[src/hw/rtl/cis_pkg.sv]
// Shared types, constants and the case-folding function for the
// case-insensitive substring search block. No dependencies.
`timescale 1ns / 1ps

package cis_pkg;

    // Byte range that folds to lower case, and the fold offset.
    localparam logic [7:0] UPPER_FIRST = 8'h41;
    localparam logic [7:0] UPPER_LAST  = 8'h5A;
    localparam logic [7:0] CASE_OFFSET = 8'h20;

    // Result position width and its saturation value.
    localparam int          POS_W   = 16;
    localparam logic [15:0] POS_MAX = 16'hFFFF;

    // Command codes of an input beat.
    localparam logic CMD_PATTERN = 1'b0;
    localparam logic CMD_TEXT    = 1'b1;

    // Per-cycle step controls from the top level to the datapath.
    typedef struct packed {
        logic pat_beat;   // a pattern byte is processed this cycle
        logic txt_beat;   // a text byte is processed this cycle
        logic last_beat;  // the processed byte carries the last mark
    } cis_ctl_t;

    // Pattern side status seen by the text side.
    typedef struct packed {
        logic restart;    // a new pattern starts; text state must clear
        logic overflow;   // the stored pattern was too long
    } cis_pat_status_t;

    // One result beat.
    typedef struct packed {
        logic             found;
        logic [POS_W-1:0] position;
        logic             overflow;
    } cis_result_t;

    // ASCII upper case letters map to lower case, all else passes.
    function automatic logic [7:0] fold_case(input logic [7:0] c);
        logic [7:0] r;
        r = c;
        if (c >= UPPER_FIRST && c <= UPPER_LAST)
        begin
            r = c + CASE_OFFSET;
        end
        return r;
    endfunction

endpackage

[src/hw/rtl/case_insensitive_substring_search.sv]
// Case-insensitive first-occurrence substring search, top level.
// An accepted last text beat passes the input register, and its result beat is held in the result register.
// Throughput: 1 beat per cycle while the result side is not stalled; the single-pass window compare sets the rate.
// Reset: rst_n clears all control state, no pattern loaded, both sides empty.
// Uses cis_pkg, cis_pattern and cis_text.
`timescale 1ns / 1ps

module case_insensitive_substring_search #(
    parameter int              MAX_PATTERN = 16,
    parameter longint unsigned MAX_TEXT    = 65536
) (
    input  logic        clk,
    input  logic        rst_n,
    input  logic        item_valid,
    output logic        item_ready,
    input  logic        command,
    input  logic [7:0]  char_value,
    input  logic        last,
    output logic        result_valid,
    input  logic        result_ready,
    output logic        found,
    output logic [15:0] position,
    output logic        pattern_overflow
);
    import cis_pkg::*;

    localparam int LW = $clog2(MAX_PATTERN + 1);

    logic                     beat_valid_reg;
    logic                     cmd_reg;
    logic [7:0]               char_reg;
    logic                     last_reg;
    logic                     res_valid_reg;
    cis_result_t              res_reg;
    logic                     advance;
    logic                     fire;
    logic [7:0]               char_fold;
    cis_ctl_t                 ctl;
    cis_pat_status_t          status;
    logic [MAX_PATTERN*8-1:0] pat_flat;
    logic [LW-1:0]            pat_len;
    logic                     res_valid;
    cis_result_t              res;

    // The held beat moves on whenever the result register can take a beat.
    assign advance    = !res_valid_reg || result_ready;
    assign fire       = beat_valid_reg && advance;
    assign item_ready = !beat_valid_reg || advance;

    assign char_fold     = fold_case(char_reg);
    assign ctl.pat_beat  = fire && (cmd_reg == CMD_PATTERN);
    assign ctl.txt_beat  = fire && (cmd_reg == CMD_TEXT);
    assign ctl.last_beat = last_reg;

    // Input register.
    always_ff @(posedge clk or negedge rst_n)
    begin
        if (!rst_n)
        begin
            beat_valid_reg <= 1'b0;
        end
        else if (item_ready)
        begin
            beat_valid_reg <= item_valid;
        end
    end

    always_ff @(posedge clk)
    begin
        if (item_ready && item_valid)
        begin
            cmd_reg  <= command;
            char_reg <= char_value;
            last_reg <= last;
        end
    end

    cis_pattern #(
        .MAX_PATTERN (MAX_PATTERN),
        .LW          (LW)
    ) u_pattern (
        .clk       (clk),
        .rst_n     (rst_n),
        .ctl       (ctl),
        .char_fold (char_fold),
        .pat_flat  (pat_flat),
        .pat_len   (pat_len),
        .status    (status)
    );

    cis_text #(
        .MAX_PATTERN (MAX_PATTERN),
        .MAX_TEXT    (MAX_TEXT),
        .LW          (LW)
    ) u_text (
        .clk       (clk),
        .rst_n     (rst_n),
        .ctl       (ctl),
        .char_fold (char_fold),
        .pat_flat  (pat_flat),
        .pat_len   (pat_len),
        .status    (status),
        .res_valid (res_valid),
        .res       (res)
    );

    // Result register.
    always_ff @(posedge clk or negedge rst_n)
    begin
        if (!rst_n)
        begin
            res_valid_reg <= 1'b0;
        end
        else if (advance)
        begin
            res_valid_reg <= res_valid;
        end
    end

    always_ff @(posedge clk)
    begin
        if (advance && res_valid)
        begin
            res_reg <= res;
        end
    end

    assign result_valid     = res_valid_reg;
    assign found            = res_reg.found;
    assign position         = res_reg.position;
    assign pattern_overflow = res_reg.overflow;

endmodule

[src/hw/rtl/cis_pattern.sv]
// Pattern store, pattern length, open/closed tracking and overflow flag.
// Depends on cis_pkg.
`timescale 1ns / 1ps

module cis_pattern #(
    parameter int MAX_PATTERN = 16,
    parameter int LW          = $clog2(MAX_PATTERN + 1)
) (
    input  logic                       clk,
    input  logic                       rst_n,
    input  cis_pkg::cis_ctl_t          ctl,
    input  logic [7:0]                 char_fold,
    output logic [MAX_PATTERN*8-1:0]   pat_flat,
    output logic [LW-1:0]              pat_len,
    output cis_pkg::cis_pat_status_t   status
);
    import cis_pkg::*;

    // Entry k holds the byte k places before the newest pattern byte, so
    // it lines up with window entry k at compare time.
    logic [7:0]    store_reg [MAX_PATTERN];
    logic [LW-1:0] len_reg;
    logic [LW-1:0] len_next;
    logic          closed_reg;
    logic          closed_next;
    logic          ovf_reg;
    logic          ovf_next;
    logic          restart;
    logic [LW-1:0] len_base;
    logic          ovf_base;
    logic          room;

    // A pattern byte that arrives after a closed pattern starts a new one.
    assign restart  = ctl.pat_beat & closed_reg;
    assign len_base = restart ? '0 : len_reg;
    assign ovf_base = restart ? 1'b0 : ovf_reg;
    assign room     = len_base < LW'(MAX_PATTERN);

    // Next-state logic for length, overflow and the closed flag.
    always_comb
    begin
        len_next    = len_reg;
        ovf_next    = ovf_reg;
        closed_next = closed_reg;
        if (ctl.pat_beat)
        begin
            if (room)
            begin
                len_next = len_base + LW'(1);
                ovf_next = ovf_base;
            end
            else
            begin
                len_next = len_base;
                ovf_next = 1'b1;
            end
            closed_next = ctl.last_beat;
        end
        else if (ctl.txt_beat)
        begin
            closed_next = 1'b1;
        end
    end

    always_ff @(posedge clk or negedge rst_n)
    begin
        if (!rst_n)
        begin
            len_reg    <= '0;
            ovf_reg    <= 1'b0;
            closed_reg <= 1'b1;
        end
        else
        begin
            len_reg    <= len_next;
            ovf_reg    <= ovf_next;
            closed_reg <= closed_next;
        end
    end

    // Pattern bytes shift in; bytes past the store depth are dropped.
    always_ff @(posedge clk)
    begin
        if (ctl.pat_beat && room)
        begin
            store_reg[0] <= char_fold;
            for (int k = 1; k < MAX_PATTERN; k++)
            begin
                store_reg[k] <= store_reg[k-1];
            end
        end
    end

    for (genvar g = 0; g < MAX_PATTERN; g++)
    begin : g_flat
        assign pat_flat[g*8 +: 8] = store_reg[g];
    end

    assign pat_len         = len_reg;
    assign status.restart  = restart;
    assign status.overflow = ovf_reg;

endmodule

[src/hw/rtl/cis_text.sv]
// Text window, parallel compare against the pattern, first-match tracking
// and result formation. Depends on cis_pkg.
`timescale 1ns / 1ps

module cis_text #(
    parameter int              MAX_PATTERN = 16,
    parameter longint unsigned MAX_TEXT    = 65536,
    parameter int              LW          = $clog2(MAX_PATTERN + 1)
) (
    input  logic                       clk,
    input  logic                       rst_n,
    input  cis_pkg::cis_ctl_t          ctl,
    input  logic [7:0]                 char_fold,
    input  logic [MAX_PATTERN*8-1:0]   pat_flat,
    input  logic [LW-1:0]              pat_len,
    input  cis_pkg::cis_pat_status_t   status,
    output logic                       res_valid,
    output cis_pkg::cis_result_t       res
);
    import cis_pkg::*;

    localparam int CW = $clog2(MAX_TEXT + 1);
    localparam int DW = (CW > LW) ? CW : LW;
    localparam int SW = (DW > POS_W + 1) ? DW : POS_W + 1;

    logic [7:0]       win_reg [MAX_PATTERN];
    logic [7:0]       win_new [MAX_PATTERN];
    logic [CW-1:0]    count_reg;
    logic [CW-1:0]    count_inc;
    logic             seen_reg;
    logic [POS_W-1:0] start_reg;
    logic             all_eq;
    logic             long_enough;
    logic             take;
    logic [DW-1:0]    diff;
    logic [SW-1:0]    start_wide;
    logic [POS_W-1:0] start_sat;
    logic             seen_new;
    logic [POS_W-1:0] start_new;

    // Window as it stands once the current byte has shifted in.
    always_comb
    begin
        win_new[0] = char_fold;
        for (int j = 1; j < MAX_PATTERN; j++)
        begin
            win_new[j] = win_reg[j-1];
        end
    end

    // The byte count saturates at the text limit.
    assign count_inc = (count_reg < CW'(MAX_TEXT)) ? count_reg + CW'(1) : count_reg;

    // Every window entry inside the pattern length must equal its pattern byte.
    always_comb
    begin
        all_eq = 1'b1;
        for (int j = 0; j < MAX_PATTERN; j++)
        begin
            if (j < int'(pat_len) && win_new[j] != pat_flat[j*8 +: 8])
            begin
                all_eq = 1'b0;
            end
        end
    end

    // First match: start index from the count, saturated to the port width.
    assign long_enough = DW'(count_inc) >= DW'(pat_len);
    assign take        = !seen_reg && !status.overflow && long_enough && all_eq;
    assign diff        = DW'(count_inc) - DW'(pat_len);
    assign start_wide  = SW'(diff);
    assign start_sat   = (start_wide > SW'(POS_MAX)) ? POS_MAX : start_wide[POS_W-1:0];
    assign seen_new    = seen_reg | take;
    assign start_new   = take ? start_sat : start_reg;

    // Result beat on the last text byte.
    assign res_valid    = ctl.txt_beat & ctl.last_beat;
    assign res.found    = !status.overflow & seen_new;
    assign res.position = (!status.overflow && seen_new) ? start_new : '0;
    assign res.overflow = status.overflow;

    // Count and match state; cleared at end of text and on a new pattern.
    always_ff @(posedge clk or negedge rst_n)
    begin
        if (!rst_n)
        begin
            count_reg <= '0;
            seen_reg  <= 1'b0;
            start_reg <= '0;
        end
        else if (ctl.txt_beat)
        begin
            if (ctl.last_beat)
            begin
                count_reg <= '0;
                seen_reg  <= 1'b0;
                start_reg <= '0;
            end
            else
            begin
                count_reg <= count_inc;
                seen_reg  <= seen_new;
                start_reg <= start_new;
            end
        end
        else if (status.restart)
        begin
            count_reg <= '0;
            seen_reg  <= 1'b0;
            start_reg <= '0;
        end
    end

    // Window shift. Only entries covered by the byte count are ever compared,
    // so stale bytes from an earlier text never matter.
    always_ff @(posedge clk)
    begin
        if (ctl.txt_beat)
        begin
            for (int j = 0; j < MAX_PATTERN; j++)
            begin
                win_reg[j] <= win_new[j];
            end
        end
    end

endmodule

[config.mk]
export PLATFORM = sky130hd
export DESIGN_NAME = case_insensitive_substring_search
export DESIGN_NICKNAME = d
export VERILOG_FILES = /design/src/hw/rtl/cis_pkg.sv /design/src/hw/rtl/case_insensitive_substring_search.sv /design/src/hw/rtl/cis_pattern.sv /design/src/hw/rtl/cis_text.sv
export SDC_FILE = /design/constraint.sdc
export NUM_CORES = 1
export LEC_CHECK = 0
export BUFFER_PORTS_ARGS = -buffer_cell sky130_fd_sc_hd__buf_2
export CAP_MARGIN = 10
export CORE_ASPECT_RATIO = 1.2
export CORE_MARGIN = 5
export CORE_UTILIZATION = 40
export DETAILED_ROUTE_END_ITERATION = 8
export HOLD_SLACK_MARGIN = 0.08
export REMOVE_ABC_BUFFERS = 1
export SYNTH_ARGS = -nofsm -noshare
export SYNTH_HDL_FRONTEND = slang
export SYNTH_SLANG_ARGS = --single-unit
[constraint.sdc]
create_clock -name clk -period 11.4 [get_ports clk]
set_clock_uncertainty 0.2 [all_clocks]
set_input_delay 2.28 -clock clk [delete_from_list [all_inputs] [get_ports clk]]
set_output_delay 2.28 -clock clk [all_outputs]
set_load 0.005 [all_outputs]
# --- Word level (Yosys, flattened, before mapping) ---
# Memories as Yosys holds them, arrays and structs flattened.
# Cells that the tools add are included.
word_totals:
  ff_bits: 71
  ramBits: 256
  in_bits: 14
  out_inout_bits: 20
  wordCells: 138
  mem_count: 2
classes:
  addsub: 4
  n_lt_le_gt_ge: 22
  n_eq_ne: 17
  mux: 38
  bitwise_logic: 5
  reduce_logical: 36
memory_table:
  columns: ["name", "words", "word_bits", "rd", "rd_clocked_by_memory_dff", "wr", "line", "text"]
  rows:
  - ["u_pattern.store_reg", 16, 8, 16, 0, 16, "cis_pattern.sv:21", "logic [7:0] store_reg [MAX_PATTERN];"]
  - ["u_text.win_reg", 16, 8, 15, 0, 16, "cis_text.sv:26", "logic [7:0] win_reg [MAX_PATTERN];"]
ops:
  columns: ["op", "count"]
  rows:
  - ["8-bit != test", 16]
  - ["16-bit two-way mux", 5]
  - ["17-bit two-way mux", 4]
  - ["4-bit by 5-bit less-than comparator with 1-bit output (first input constant)", 8]
  - ["1-bit logical AND", 27]
  - ["1-bit two-way mux", 26]
  - ["3-bit by 5-bit less-than comparator with 1-bit output (first input constant)", 4]
  - ["17-bit by 1-bit adder with 17-bit output (second input constant)", 1]
  - ["17-bit by 5-bit greater-or-equal comparator with 1-bit output", 1]
  - ["17-bit by 16-bit greater-than comparator with 1-bit output (second input constant)", 1]
  - ["17-bit less-than comparator (second input constant)", 1]
  - ["17-bit by 5-bit subtractor with 17-bit output", 1]
  - ["1-bit by 5-bit less-than comparator with 1-bit output (first input constant)", 2]
  - ["2-bit by 5-bit less-than comparator with 1-bit output (first input constant)", 2]
  - ["5-bit two-way mux", 2]
  - ["8-bit by 6-bit adder with 8-bit output (second input constant)", 1]
  - ["8-bit by 7-bit greater-or-equal comparator with 1-bit output (second input constant)", 1]
  - ["8-bit by 7-bit <= comparator with 1-bit output (second input constant)", 1]
  - ["8-bit two-way mux", 1]
  - ["5-bit by 1-bit adder with 5-bit output (second input constant)", 1]
  - ["5-bit less-than comparator (second input constant)", 1]
  - ["1-bit logical NOT", 4]
  - ["2-bit nonzero test", 2]
  - ["1-bit bitwise AND", 3]
  - ["5 further kinds", 6]

# --- Depth between registers and ports, before layout ---
# Gate-level depths: netlist of run 1.
depth:
  depth_word: 25
  ltp_mapped: 15
  mapped_depth_nobuf: 13

# --- Cells and area by module ---
# From an unflattened synthesis of run 1, not the netlist that was laid out.
hier_totals:
  hier_cells: 900
  area_unflattened_um2: 13380.3
modules_own_cells:
  columns: ["module", "instances", "cells_each", "area_each_um2", "seq_area_each_um2"]
  rows:
  - ["cis_text", 1, 686, 8140.3, 4454.3]
  - ["cis_pattern", 1, 164, 4214.0, 4020.1]
  - ["case_insensitive_substring_search", 1, 50, 1026.0, 890.9]

# --- Worst setup path after synthesis of run 1 ---
# OpenSTA, ideal clock, no wires.
synth_path:
  kind: "in2reg"
  start: "input port result_ready"
  end: "register u_pattern.len_reg[1], in the netlist u_pattern.pat_len[1]"
  setup_ns: 0.551
  arrival_time_ns: 12.355
  t_required_ns: 10.649
  setup_slack_ns: -1.706
  path_stages: 4
  n_path_buf: 0
  cell_sequence: "nand2b_1 -> nand2_1 -> a211oi_1 -> o21ai_0"
synth_via:
  elab_chain_len: 7
  elab_cells_between_ends: 8
  classes_between: "1 x add/sub; 1 x order compare; 2 x mux; 1 x bitwise; 3 x reduce/logical"
synth_lines:
  columns: ["item", "line", "text"]
  rows:
  - ["from (decl)", "case_insensitive_substring_search.sv:20", "input logic result_ready,"]
  - ["1-bit logical OR (*)", "case_insensitive_substring_search.sv:46", "assign advance = !res_valid_reg || result_ready;"]
  - ["1-bit logical AND (*)", "case_insensitive_substring_search.sv:47", "assign fire = beat_valid_reg && advance;"]
  - ["1-bit logical AND (*)", "case_insensitive_substring_search.sv:51", "assign ctl.pat_beat = fire && (cmd_reg == CMD_PATTERN);"]
  - ["1-bit bitwise AND", "cis_pattern.sv:34", "assign restart = ctl.pat_beat & closed_reg;"]
  - ["5-bit two-way mux", "cis_pattern.sv:35", "assign len_base = restart ? '0 : len_reg;"]
  - ["5-bit by 1-bit adder with 5-bit output or 5-bit less-than comparator (tied branches)", "cis_pattern.sv:49, cis_pattern.sv:37", null]
  - ["5-bit two-way mux", "cis_pattern.sv:47", "if (room)"]
  - ["to (signal assigned)", "cis_pattern.sv:75", "len_reg <= len_next;"]
  - ["to (decl)", "cis_pattern.sv:22", "logic [LW-1:0] len_reg;"]
# Every way passes the cells marked *; elsewhere a longest branch is shown, timed or not.
# A chain may end at the register's enable or synchronous reset.

# --- Worst setup path in the final report of run 1 ---
layout_path:
  start: "input port result_ready"
  end: "output port item_ready"
layout_via:
  elab_chain_len: 2
layout_lines:
  columns: ["item", "line", "text"]
  rows:
  - ["1-bit logical OR", "case_insensitive_substring_search.sv:46", null]
  - ["1-bit logical OR", "case_insensitive_substring_search.sv:48", "assign item_ready = !beat_valid_reg || advance;"]
  - ["to (decl)", "case_insensitive_substring_search.sv:15", "output logic item_ready,"]
# No other way between the ends.

==> metrics.yaml, run 1 <==
diodes: 0
switching_power_w: 0.0007586
synth-seq-cells: 319
io_buffers: 33
layout-drive-gt1-share_pct: 11.21
routabilityCongestion: 0.7615
synthArstFlopShare_pct: 13.48
vias_per_cell: 5.179
area_growth_pct: 11.80
root_buffer: "clkbuf_16"
setup_viol: 0
start_kind: "input port"
max_freq_ghz: 0.1926
synth-main-ff-cell: "edfxtp_1"
hold_viol: 0
switching_share_pct: 26.83
post-route-period-util_pct: 45.55
reg2regPathDepth: 11
synth_cell_type_count: 75
grt_max_degree: 82
hold_depth: 0
final_core_util_pct: 45.22
layout.cells.non_filler: 1422
worstPathMaxFanout: 3
drv_cap: 0
antenna_found_initial: 0
cts_tree: "built"
synthCells: 914
cp.required_ps: 8920
min-delay-path-class: "reg -> reg"
final_common_cell: "edfxtp_1"
clockPowerShare_pct: 35.4
fin_ws_ps: 6208
pre_cts_ws_ps: 6212
clk_pin_slew_ps: 60
fin_hold_ws_ps: 268.0
ant_nets: 0
largest_reg_flops: 128
cts_buffers: 31
die_h_um: 210.6
nets: 970
crit_path_end_kind: "output port"
wl_um: 23950
grt_pass1_vias: 7451
cp.arrival_ps: 2710
cts_resized: 0
synth-seq-area-share_pct: 69.83
clk_latency_ps: 560
seqPwrFrac_pct: 49.6
p_int_w: 0.002069
htreeDepth: 1
coreArea_um2: 33160
comb_power_share_pct: 15.0
synth_area_um2: 13410
path_class: "in -> out"
clockBufferDepth: 3
drc_errors: 0
dp_cells: 1364
gr-usage-all-layers_pct: 12.79
ioPinCount: 34
drv_slew: 0
n_fill_cell: 2944
drt-initial-drc-count: 510
cts_setup_buffers: 0
final_cell_mix: "edfxtp_1 (276), xnor2_1 (75), xor2_1 (74)"
avgSynthCellArea_um2: 14.67
dr.pass1.iters: 5
tightest_slew_ps: 1090
synth-edff-count: 276
cts_hold_repair.buffers: 0
num_vias: 7365
grt_setup_unrepaired: "false"
grt_pass1_wl_um: 39020
dp_hpwl_um: 15470
tns_ps: 0
start_util_pct: 40.45
vdd_drop_max_mv: 0.1527
p_leak_nw: 5.171
status: "completed"
wl_per_cell_um: 16.84
yosys_warnings: 0
die-area_um2: 37310
p_per_area_nw_per_um2: 188.6
cts.sinks: 319
rows: 73
die_width_um: 177.2
relSlewSlack_pct: 27.32
gr-total-overflow: 0
min_period_ps: 5192
[power by group through the flow]
stage / sequential (W) / combinational, W / clock (W)
3_3_place_gp: 0.00142 / 0.000424 / 0
2_1_floorplan: 0.00142 / 0.000305 / 0
6_report: 0.00140 / 0.000425 / 0.00100
4_1_cts: 0.00140 / 0.000426 / 0.00103
5_1_grt: 0.00141 / 0.000475 / 0.00108
3_5_place_dp: 0.00143 / 0.000425 / 0
[metrics by stage]
step	total power [W]	cell area, um2
floorplan	0.001725	13200
CTS	0.002855	14990
global route	0.002963	14990
finish	0.002828	14990
global placement	0.001846	13990
detailed placement	0.001852	13990
[critical path, cell delays in order]
cell and delay (ps):
buf_2 100, nand3b_1 180, buf_2 150
[synth_stat cells, drive strengths merged (3+ instances only)]
cell / n / area share (%)
a211oi: 3 / 0.17
a21oi: 24 / 0.92
a22o: 3 / 0.20
a31oi: 7 / 0.33
a32oi: 6 / 0.45
a41oi: 3 / 0.20
and2: 6 / 0.28
and3: 10 / 0.54
and4: 5 / 0.35
buf: 19 / 1.0
clkbuf: 19 / 0.53
dfrtp: 42 / 7.8
edfxtp: 276 / 62
ha: 8 / 0.75
inv: 10 / 0.28
mux2i: 5 / 0.37
nand2: 68 / 1.9
nand2b: 4 / 0.19
nand3: 20 / 0.82
nand3b: 3 / 0.17
nand4: 20 / 0.98
nor2: 44 / 1.3
nor3: 13 / 0.52
nor4: 21 / 1.2
o211ai: 35 / 2.0
o21a: 3 / 0.17
o21ai: 32 / 1.2
o22ai: 3 / 0.23
o31a: 3 / 0.20
o31ai: 7 / 0.39
or2: 4 / 0.19
or3: 6 / 0.28
xnor2: 75 / 4.9
xor2: 74 / 4.8
[kinds of logic (layout without fill, tap and decap cells)]
logic type      count (synthesis)  in the layout  share of synthesized area [%]
compound gates                152            152                          8.005
buf+inv                        48            106                          1.838
fa+ha+maj                       9              9                         0.8956
simple gates                  232            232                          9.329
xor+xnor                      149            149                          9.730
mux                             5              5                         0.3732
flops                         319            319                          69.83
[final timing paths]
check / end / slack [ps] / start
setup / recovery: item_ready / 6210 / result_ready
hold / removal: u_pattern.store_reg[1][60] / 270 / u_pattern.store_reg[1][52]
setup reg to reg: u_text.start_reg[11] / 7000 / u_text.count_reg[0]
hold reg to reg: u_pattern.store_reg[1][60] / 270 / u_pattern.store_reg[1][52]
max in group asynchronous: u_text.count_reg[5] / 8660 / rst_n
min in group asynchronous: u_text.start_reg[11] / 1690 / rst_n
[routing by layer]
layer,global-route usage [%],vias up,wire length [um]
met5,0,-,0
met4,3.122,0,490
met3,1.955,38,1137
met2,21.69,167,11880
met1,17.42,3634,10450
li1,-,3526,-
[area by class of cell]
class                      count  area (um2)  share of cell area [%]
tap                          450       563.0                   3.755
sequential                   319        9365                   62.46
clock buffer                  40       829.5                   5.532
clock inverter                18       175.2                   1.168
inverter                      10       40.04                  0.2670
multi-input combinational    547        3819                   25.47
timing repair buffer          38       202.7                   1.352
Note: power is estimated with default switching activity, not from simulation.
==> run 2: changes to the inputs <==
--- a/config.mk
+++ b/config.mk
@@ -5,6 +5,7 @@
 export SDC_FILE = /design/constraint.sdc
 export NUM_CORES = 1
 export LEC_CHECK = 0
+export ABC_AREA = 1
 export BUFFER_PORTS_ARGS = -buffer_cell sky130_fd_sc_hd__buf_2
 export CAP_MARGIN = 10
 export CORE_ASPECT_RATIO = 1.2
==> constraint.sdc (replaced) <==
create_clock -name clk -period 5 [get_ports clk]
set_clock_uncertainty 0.2 [all_clocks]
set_input_delay 1 -clock clk [delete_from_list [all_inputs] [get_ports clk]]
set_output_delay 1 -clock clk [all_outputs]
set_load 0.005 [all_outputs]
==> run 2 against run 1 <==
Via count is 4.2% higher. Sequential share of layout area decreased by 1.5 points. Worst hold slack got worse by 22 ps. Wire length fell by 5.2%. Critical path depth grew 14. Design area rose by 2.4%. Flip-flop and latch count did not move. Register-to-register slack got worse by 5700 ps. Die area grew 0.52%. Worst setup slack worse by 4900 ps. First-iteration DRC count is 10% lower. Synthesized area increased by 0.55%. Largest power group unchanged. Highest routed layer unchanged.
==> metrics.yaml, run 2 <==
cp.arrival_ps: 3760  # +1050 ps
cts_resized: 0  # unchanged
fin_ws_ps: 1272  # -4936 ps
synth-seq-cells: 319  # unchanged
synthTopCellsByCount: "nand2_1 (286), edfxtp_1 (276), inv_1 (104)"
hp-start: "u_text.win_reg[0][44]"
final_core_util_pct: 46.20  # +0.98 points
die_width_um: 177.6  # +0.26%
synth-main-ff-cell: "edfxtp_1"
grt_max_degree: 63  # -23%
wl_um: 22710  # -5.2%
rows: 73  # unchanged
die_h_um: 211.1  # +0.26%
cts_hold_repair.buffers: 0  # unchanged
ff2ff_setup_slack_ps: 1270  # -5730 ps
clockBufferDepth: 3  # unchanged
layout.cells.non_filler: 1659  # +17%
cp.required_ps: 5030  # -3890 ps
post-route-period-util_pct: 74.56
ioPinCount: 34  # unchanged
vdd_drop_max_mv: 0.3188  # +110%
drv_slew: 0  # unchanged
r2r_end: "position[2]"
synth_area_um2: 13490  # +0.55%
synth-seq-area-share_pct: 69.45  # -0.38 points
drc_errors: 0  # unchanged
yosysMostFrequentCell: "nand2_1"
grt_pass1_vias: 7881  # +5.8%
num_vias: 7677  # +4.2%
drt-initial-drc-count: 459  # -10%
relSlewSlack_pct: 29.17  # +1.8 points
largest_reg_flops: 128  # unchanged
cts_tree: "built"
clk_pin_slew_ps: 60  # about the same
r2r_start: "u_text.count_reg[1]"
crit_path_end: "position[2]"
cts_buffers: 35  # +13%
avgSynthCellArea_um2: 12.09  # -18%
synth_area_leaders: "edfxtp_1 (61%), nand2_1 (8.0%), dfrtp_1 (7.8%)"
p_leak_nw: 5.864  # +13%
coreArea_um2: 33250  # +0.28%
nets: 1205  # +24%
grt_pass1_wl_um: 37660  # -3.5%
use_met2_pct: 21.48  # -0.21 points
vias_per_cell: 4.627  # -11%
synth-edff-count: 276  # unchanged
cts.sinks: 319  # unchanged
grt_setup_unrepaired: "false"
grt_use_met1_pct: 15.48  # -1.9 points
cts_setup_buffers: 0  # unchanged
p_per_area_nw_per_um2: 445.7  # +140%
io_buffers: 33  # unchanged
final_common_cell: "nand2_1"
crit_start: "u_text.count_reg[1]"
yosys_warnings: 0  # unchanged
tightest_slew_ps: 1061  # -28.81 ps
diodes: 0  # unchanged
min-delay-path-class: "reg -> reg"
top_usage_layer: "met2"
dp_hpwl_um: 15020  # -2.9%
synth.top_cell.area_share_pct: 61.46  # -0.34 points
synthArstFlopShare_pct: 13.48  # unchanged
setup_viol: 0  # unchanged
yosysTopAreaCell: "edfxtp_1"
antenna_found_initial: 0  # unchanged
pre_cts_ws_ps: 1255  # -4956 ps
p_total_w: 0.006846  # +140%
ant_nets: 0  # unchanged
gr-total-overflow: 0  # unchanged
synth_cell_type_count: 36  # -52%
max_freq_ghz: 0.2682
n_fill_cell: 3019  # +2.5%
die-area_um2: 37500  # +0.52%
reg2regPathDepth: 17  # +6
clk_latency_ps: 510  # -50 ps
path_class: "reg -> reg"
routabilityCongestion: 0.8094  # +6.3%
wl_per_cell_um: 13.69  # -19%
status: "completed"
synthCells: 1115  # +22%
crit_path_end_kind: "register"
stdcell_area_um2: 15360  # +2.4%
root_buffer: "clkbuf_16"
hold_viol: 0  # unchanged
dpl_cell_area_um2: 14270  # +2.0%
dr.pass1.iters: 5  # unchanged
start_util_pct: 40.56  # +0.11 points
final_cell_mix: "nand2_1 (286), edfxtp_1 (276), inv_1 (104)"
worstPathMaxFanout: 18  # +15
met3_usage_pct: 2.327  # +0.37 points
start_kind: "register"
drv_cap: 0  # unchanged
htreeDepth: 2  # +1
min_period_ps: 3728
layout-drive-gt1-share_pct: 11.50  # +0.28 points
gr-usage-all-layers_pct: 12.30  # -0.49 points
area_growth_pct: 13.91
dp_cells: 1595  # +17%
[run 2: cell types whose count changed after synthesis, sizes merged, moves of 12 or more]
cell / before / now
xnor2: 75 / 99
nor4: 21 / 0
xor2: 74 / 17
o211ai: 35 / 0
inv: 10 / 109
o21bai: 1 / 16
nand2: 68 / 293
clkbuf: 19 / 6
nor2: 44 / 118
nand3: 20 / 52
buf: 19 / 4
a21oi: 24 / 7
o21ai: 32 / 20
[run 2: worst min-delay path by stage]
stage,slack [ps],cells after the start,to
floorplan,230,0,u_pattern.store_reg[0][62]
global placement,230,0,u_text.win_reg[1][35]
detailed placement,230,0,u_text.win_reg[1][35]
CTS,250,0,u_text.win_reg[1][35]
global route,260,0,u_text.win_reg[1][35]
finish,250,0,u_text.win_reg[0][52]
[run 2: critical path, cell delays in order (launching register included)]
cell	delay, ps
dfrtp_1	390
ha_1	220
nand3_2	130
nand2_1	120
inv_1	50
ha_1	320
a21oi_1	130
o21ai_0	150
nand2_1	90
nand2_1	50
nand2_1	110
nand3_2	130
nor2_4	200
nand3_4	120
nor2_8	300
nor2_8	130
o21ai_4	510
nor2_1	90
[run 2: layout make-up]
| type | instances | area (um2) | area share, % |
|---|---|---|---|
| clock inverters | 17 | 151.4 | 0.9856 |
| well taps | 450 | 563.0 | 3.665 |
| multi-input cells | 676 | 3671 | 23.90 |
| clock buffers | 47 | 942.2 | 6.133 |
| repair buffers | 40 | 255.2 | 1.662 |
| flip-flops and latches | 319 | 9365 | 60.97 |
| inverters | 110 | 412.9 | 2.688 |
[run 2: where the power goes]
part           internal, W  total (W)  switching [W]
logic             0.000408    0.00120       0.000796
clock network      0.00144    0.00242       0.000987
registers          0.00311    0.00322       0.000111
total              0.00495    0.00685        0.00189
[run 2: per-layer routing]
metal	wire length (um)	vias to the layer above
met5	0	-
met4	551	0
met3	918	40
met2	11540	130
met1	9695	3642
li1	-	3865
[run 2: kinds of logic (layout without fill, tap and decap cells)]
logic type,Yosys count,after routing,synth area share [%]
AND/OR/NAND/NOR,492,492,15.85
flip-flops,319,319,69.45
buffers and inverters,120,214,3.489
XOR/XNOR,116,116,7.590
AO/OA/AOI/OAI,59,59,2.737
adder cells (fa/ha/maj),9,9,0.8907
[run 2: metrics by stage]
step                      hold WS (ps)  setup TNS, ps
after floorplan                  226.4        -908890
after global placement           232.4              0
after detailed placement         233.1              0
after CTS                        248.0              0
after global routing             256.9              0
final                            246.4              0
